==> src/rtl/ltfc_pkg.sv <==
// Shared types and constants for the lap timer frame checker.
package ltfc_pkg;

	// Frame layout, in byte positions counted from zero.
	localparam int unsigned FRAME_BYTES = 17;
	localparam int unsigned POS_W       = 5;

	localparam logic [POS_W-1:0] SUM_FIRST = POS_W'(2);
	localparam logic [POS_W-1:0] LAPS_POS  = POS_W'(10);
	localparam logic [POS_W-1:0] SEC_FIRST = POS_W'(11);
	localparam logic [POS_W-1:0] SEC_LAST  = POS_W'(13);
	localparam logic [POS_W-1:0] MS_FIRST  = POS_W'(14);
	localparam logic [POS_W-1:0] MS_LAST   = POS_W'(15);
	localparam logic [POS_W-1:0] CHECK_POS = POS_W'(FRAME_BYTES - 1);
	localparam logic [POS_W-1:0] POS_SAT   = POS_W'(FRAME_BYTES + 1);

	localparam int unsigned SEC_W  = 24;
	localparam int unsigned MSEC_W = 16;
	localparam int unsigned TIME_W = 34;
	localparam int unsigned MULT_W = 10;

	localparam logic [MULT_W-1:0] MS_PER_SEC = MULT_W'(1000);

	typedef enum logic [1:0] {
		STATUS_OK       = 2'd0,
		STATUS_LENGTH   = 2'd1,
		STATUS_CHECKSUM = 2'd2
	} status_t;

	// One received byte.
	typedef struct packed {
		logic [7:0] data_byte;
		logic       last_byte;
	} rx_item_t;

	// One frame result as delivered.
	typedef struct packed {
		status_t           frame_status;
		logic [7:0]        lap_num;
		logic [TIME_W-1:0] lap_time_ms;
	} res_item_t;

	// Parsed frame handed from the parser to the time stage.
	typedef struct packed {
		status_t           status;
		logic [7:0]        laps;
		logic [SEC_W-1:0]  seconds;
		logic [MSEC_W-1:0] millis;
	} frame_t;

endpackage

==> src/rtl/ltfc_parser.sv <==
// Byte parser: counts, sums and captures frame fields, and registers one frame result.
module ltfc_parser (
	input  logic              clk,
	input  logic              arst_n,
	input  logic              rx_valid,
	output logic              rx_stall,
	input  ltfc_pkg::rx_item_t rx_item,
	output logic              frame_valid_s1,
	output ltfc_pkg::frame_t  frame_s1,
	input  logic              frame_take
);
	import ltfc_pkg::*;

	logic [POS_W-1:0]  pos_q, pos_d;
	logic [7:0]        sum_q, sum_d;
	logic [7:0]        laps_q, laps_d;
	logic [SEC_W-1:0]  sec_q, sec_d;
	logic [MSEC_W-1:0] ms_q, ms_d;
	logic              xfer;
	frame_t            frame_d;

	// The result register blocks new bytes only while it holds an untaken frame.
	assign rx_stall = frame_valid_s1 && !frame_take;
	assign xfer     = rx_valid && !rx_stall;

	// Field capture and running checksum for the current byte.
	always_comb begin
		pos_d  = pos_q;
		sum_d  = sum_q;
		laps_d = laps_q;
		sec_d  = sec_q;
		ms_d   = ms_q;
		if (pos_q >= SUM_FIRST && pos_q < CHECK_POS) begin
			sum_d = sum_q + rx_item.data_byte;
		end
		if (pos_q == LAPS_POS) begin
			laps_d = rx_item.data_byte;
		end
		if (pos_q >= SEC_FIRST && pos_q <= SEC_LAST) begin
			sec_d = {sec_q[SEC_W-9:0], rx_item.data_byte};
		end
		if (pos_q >= MS_FIRST && pos_q <= MS_LAST) begin
			ms_d = {ms_q[MSEC_W-9:0], rx_item.data_byte};
		end
		if (pos_q < POS_SAT) begin
			pos_d = pos_q + POS_W'(1);
		end
		// The last byte ends the frame and everything starts over.
		if (rx_item.last_byte) begin
			pos_d  = '0;
			sum_d  = '0;
			laps_d = '0;
			sec_d  = '0;
			ms_d   = '0;
		end
	end

	// Frame verdict; the fields are zero unless the frame checks out.
	always_comb begin
		frame_d = '0;
		if (pos_q != CHECK_POS) begin
			frame_d.status = STATUS_LENGTH;
		end else if (rx_item.data_byte != sum_q) begin
			frame_d.status = STATUS_CHECKSUM;
		end else begin
			frame_d.status  = STATUS_OK;
			frame_d.laps    = laps_q;
			frame_d.seconds = sec_q;
			frame_d.millis  = ms_q;
		end
	end

	// Frame state.
	always_ff @(posedge clk or negedge arst_n) begin
		if (!arst_n) begin
			pos_q  <= '0;
			sum_q  <= '0;
			laps_q <= '0;
			sec_q  <= '0;
			ms_q   <= '0;
		end else if (xfer) begin
			pos_q  <= pos_d;
			sum_q  <= sum_d;
			laps_q <= laps_d;
			sec_q  <= sec_d;
			ms_q   <= ms_d;
		end
	end

	// Result register valid flag.
	always_ff @(posedge clk or negedge arst_n) begin
		if (!arst_n) begin
			frame_valid_s1 <= 1'b0;
		end else if (xfer && rx_item.last_byte) begin
			frame_valid_s1 <= 1'b1;
		end else if (frame_take) begin
			frame_valid_s1 <= 1'b0;
		end
	end

	// Result register payload.
	always_ff @(posedge clk) begin
		if (xfer && rx_item.last_byte) begin
			frame_s1 <= frame_d;
		end
	end

endmodule

==> config.mk <==
export PLATFORM = sky130hd
export DESIGN_NAME = ltfc_parser
export DESIGN_NICKNAME = d
export VERILOG_FILES = /design/src/rtl/ltfc_pkg.sv /design/src/rtl/ltfc_parser.sv
export SDC_FILE = /design/constraint.sdc
export NUM_CORES = 1
export LEC_CHECK = 0
export ABC_CLOCK_PERIOD_IN_PS = 3000
export BUFFER_PORTS_ARGS = -buffer_cell sky130_fd_sc_hd__clkbuf_2
export CAP_MARGIN = 15
export CORE_UTILIZATION = 45
export DETAILED_ROUTE_END_ITERATION = 12
export PLACE_DENSITY = 0.74
export SYNTH_ARGS = -nofsm -noshare
export SYNTH_HDL_FRONTEND = slang
export SYNTH_SLANG_ARGS = --single-unit
==> constraint.sdc <==
create_clock -name clk -period 3 [get_ports clk]
set_input_delay 0.3 -clock clk [delete_from_list [all_inputs] [get_ports clk]]
set_output_delay 0.3 -clock clk [all_outputs]
set_load 0.005 [all_outputs]
==> results.sh <==
export IMPL_status="finished, final reports clean"
export IMPL_clk_pin_slew_worst_paths_ns=0.10
export IMPL_cts_buffer_depth=2
export IMPL_pin_count=65
export IMPL_synth_largest_area_cell="dfrtp_1"
export IMPL_seq_area_frac_synth=0.618
export IMPL_final_common_cell="clkbuf_2"
export IMPL_post_cts_buffers=0
export IMPL_dp_final_hpwl_mm=6.27
export IMPL_drt_iter0_drc=204
export IMPL_ys_ff_latch=112
export IMPL_slew_viol_final=0
export IMPL_antenna_found_initial=0
export IMPL_initial_core_util=0.470
export IMPL_r2r_end="ms_q[8]$_DFFE_PN0P_"
export IMPL_path_max_fanout=16
export IMPL_grt_pass1_wl_mm=15.5
export IMPL_die_h_um=107
export IMPL_syn_area_per_cell_um2=12.3
export IMPL_numPortBuffers=64
export IMPL_switching_share=0.309
export IMPL_synthXorXnorAreaFrac=0.0124
export IMPL_num_vias=3252
export IMPL_synth_top_area_share=0.314
export IMPL_cts_sinks=112
export IMPL_final_hold_viol_count=0
export IMPL_coreArea_um2=10500
export IMPL_p_comb_frac=0.205
export IMPL_critPathBufInv=0
export IMPL_crit_chain="ha_1 > and3_1 > ha_1 > o22ai_2 > nor2_1 > a22oi_1 > o21ai_0"
export IMPL_cpLargestDelayFamily="simple AND/OR/NAND/NOR gates"
export IMPL_cts_tree="done"
export IMPL_p_total_mw=3.66
export IMPL_cts_root_buf="clkbuf_8"
export IMPL_clock_skew_ns=0.0116
export IMPL_grt_total_usage=0.178
export IMPL_grt_overflow=0
export IMPL_diodes=0
export IMPL_dieWidth_um=107
export IMPL_die_area_um2=11400
export IMPL_synthMuxAreaShare=0.0324
export IMPL_startpoint_type="flip-flop"
export IMPL_r2r_slack_ns=0.53
export IMPL_cts_resized=0
export IMPL_power_frac_seq=0.566
export IMPL_cpMaxStageDelayCell="nor2_1"
export IMPL_htreeDepth=3
export IMPL_peakVddDrop_uv=240
export IMPL_areaGrowthSynthToFinish_pct=12.6
export IMPL_rsz0062_at_grt="false"
export IMPL_grt_max_degree=63
export IMPL_postCtsHoldBufs=0
export IMPL_maxCapViolations=0
export IMPL_slew_headroom=0.264
export IMPL_synth_cells=403
export IMPL_synth_fa_ha_area_frac=0.0319
export IMPL_cpPeakStageDelay_ns=0.84
export IMPL_power_density_nw_per_um2=658
export IMPL_endpoint_kind="flip-flop"
export IMPL_period_share=0.822
export IMPL_synth_cell_types=44
export IMPL_fmax_mhz=406
export IMPL_synth_simple_gate_area_frac=0.146
export IMPL_drive_gt1_frac=0.205
export IMPL_arrival_ns=2.76
export IMPL_synth_compound_area_share=0.133
export IMPL_grt_pass1_vias=3196
export IMPL_switchingPower_mw=1.13
export IMPL_wl_per_cell_um=15.4
export IMPL_power_leakage_nw=2.44
export IMPL_gpl_final_weighted_congestion=0.808
export IMPL_synth_area_leaders="dfrtp_1 31%, edfxtp_1 30%, and2_1 6.1%"
export IMPL_cp_endpoint="ms_q[8]$_DFFE_PN0P_"
export IMPL_intPower_mw=2.53
export IMPL_cts_buffers=9
export IMPL_finalNetCount=489
export IMPL_ant_nets=0
export IMPL_drt_vias_per_instance=5.38
export IMPL_cp_required_ns=3.29
export IMPL_cp_startpoint="pos_q[0]$_DFFE_PN0P_"
export IMPL_period_minus_slack_ns=2.47
export IMPL_syn_area_um2=4940
export IMPL_path_depth=7
export IMPL_reg2reg_depth=7
export IMPL_hold_class="in2async"
export IMPL_layout_common_cells="64 x clkbuf_2, 62 x dfrtp_1, 50 x edfxtp_1"
export IMPL_tns_ns=0
export IMPL_drtPass1Iterations=4
export IMPL_drc_errors=0
export IMPL_synth_top_family_by_area="simple AND/OR/NAND/NOR gates"
export IMPL_worst_setup_path_type="reg2reg"
export IMPL_synth_nets=428
export IMPL_routed_wl_mm=9.32
export IMPL_power_frac_clock=0.229
export IMPL_tightest_slew_ns=1.10
export IMPL_cpMostUsedCell="ha_1"
export IMPL_ys_warnings_count=0
export IMPL_row_count=37
export IMPL_clk_latency_ns=0.38
export IMPL_setup_viol=0
export IMPL_timing_rr_start="pos_q[0]$_DFFE_PN0P_"
==> how the worst min path moves through the flow <==
stage	end	slack, ns	depth (start not counted)
2_1_floorplan	frame_valid_s1$_DFFE_PN0P_	0.004	0
3_3_place_gp	sum_q[2]$_DFFE_PN0P_	0.47	2
3_5_place_dp	sum_q[6]$_DFFE_PN0P_	0.48	2
4_1_cts	laps_q[1]$_DFFE_PN0P_	0.12	2
5_1_grt	laps_q[7]$_DFFE_PN0P_	0.15	2
6_report	laps_q[3]$_DFFE_PN0P_	0.08	2
==> cell usage after synthesis (all sizes together) <==
cell type and instances:
nor2 13, a211oi 3, fa 1, o22ai 1, nand2 45, a221oi 1
a22o 16, or3 3, nor4 2, a21o 5, or4 1, and2 49
nor3 4, nand3b 1, nor2b 1, nand2b 3, clkbuf 12, o21ai 43
o31ai 5, o21a 2, a22oi 18, or2 1, a21oi 4, xor2 1
mux2i 16, or3b 1, edfxtp 50, nand3 3, and3 5, inv 6
dfrtp 62, xnor2 6, ha 11, buf 8
==> metal layers <==
| layer | up-vias | wire length [µm] | global-route usage |
|---|---|---|---|
| met1 | 1589 | 4100 | 0.226 |
| met3 | 16 | 364 | 0.0328 |
| met4 | 0 | 185 | 0.0705 |
| li1 | 1571 | - | - |
| met2 | 76 | 4660 | 0.300 |
| met5 | - | 0 | 0 |
==> sequential cells by signal, indices dropped and copies added (netlist names) <==
signal	cells
frame_s1	50
sec_q	24
ms_q	16
laps_q	8
sum_q	8
pos_q	5
frame_valid_s1	1
==> cells by family after synthesis <==
| logic type | Yosys count |
|---|---|
| AOI/OAI and AO/OA | 98 |
| buffers and inverters | 26 |
| DFF | 112 |
| adders and majority gates | 12 |
| muxes | 16 |
| and+or+nand+nor | 132 |
| xor gates and xnor gates | 7 |
==> power by group through the flow <==
| stage | clock network, mW | registers, mW | logic, mW |
|---|---|---|---|
| finish | 0.840 | 2.07 | 0.751 |
| global route | 0.912 | 2.12 | 0.856 |
| CTS | 0.856 | 2.07 | 0.751 |
| detailed placement | 0 | 2.11 | 0.748 |
| global placement | 0 | 2.09 | 0.706 |
| floorplan | 0 | 2.04 | 0.579 |
==> cell type report <==
cell class / instances / area, µm²
fill: 908 / 4940
inverter: 6 / 22.5
sequential: 112 / 3050
multi-input combinational: 265 / 1760
tap: 136 / 170
clock buffer: 11 / 141
timing repair buffer: 70 / 378
clock inverter: 5 / 41.3
==> per-stage QoR <==
stage | std cells | util | setup WS (ns) | hold WS [ns] | instance area, µm²
after floorplan | 403 | - | 0.680 | 0.00441 | 4940
after global placement | 588 | 0.510 | 0.736 | 0.469 | 5360
after detailed placement | 588 | 0.510 | 0.579 | 0.476 | 5360
after CTS | 604 | 0.528 | 0.547 | 0.118 | 5550
after global routing | 605 | 0.530 | 0.312 | 0.150 | 5570
final | 605 | 0.530 | 0.534 | 0.0769 | 5570
No activity file was read; power rests on OpenSTA's default activity.
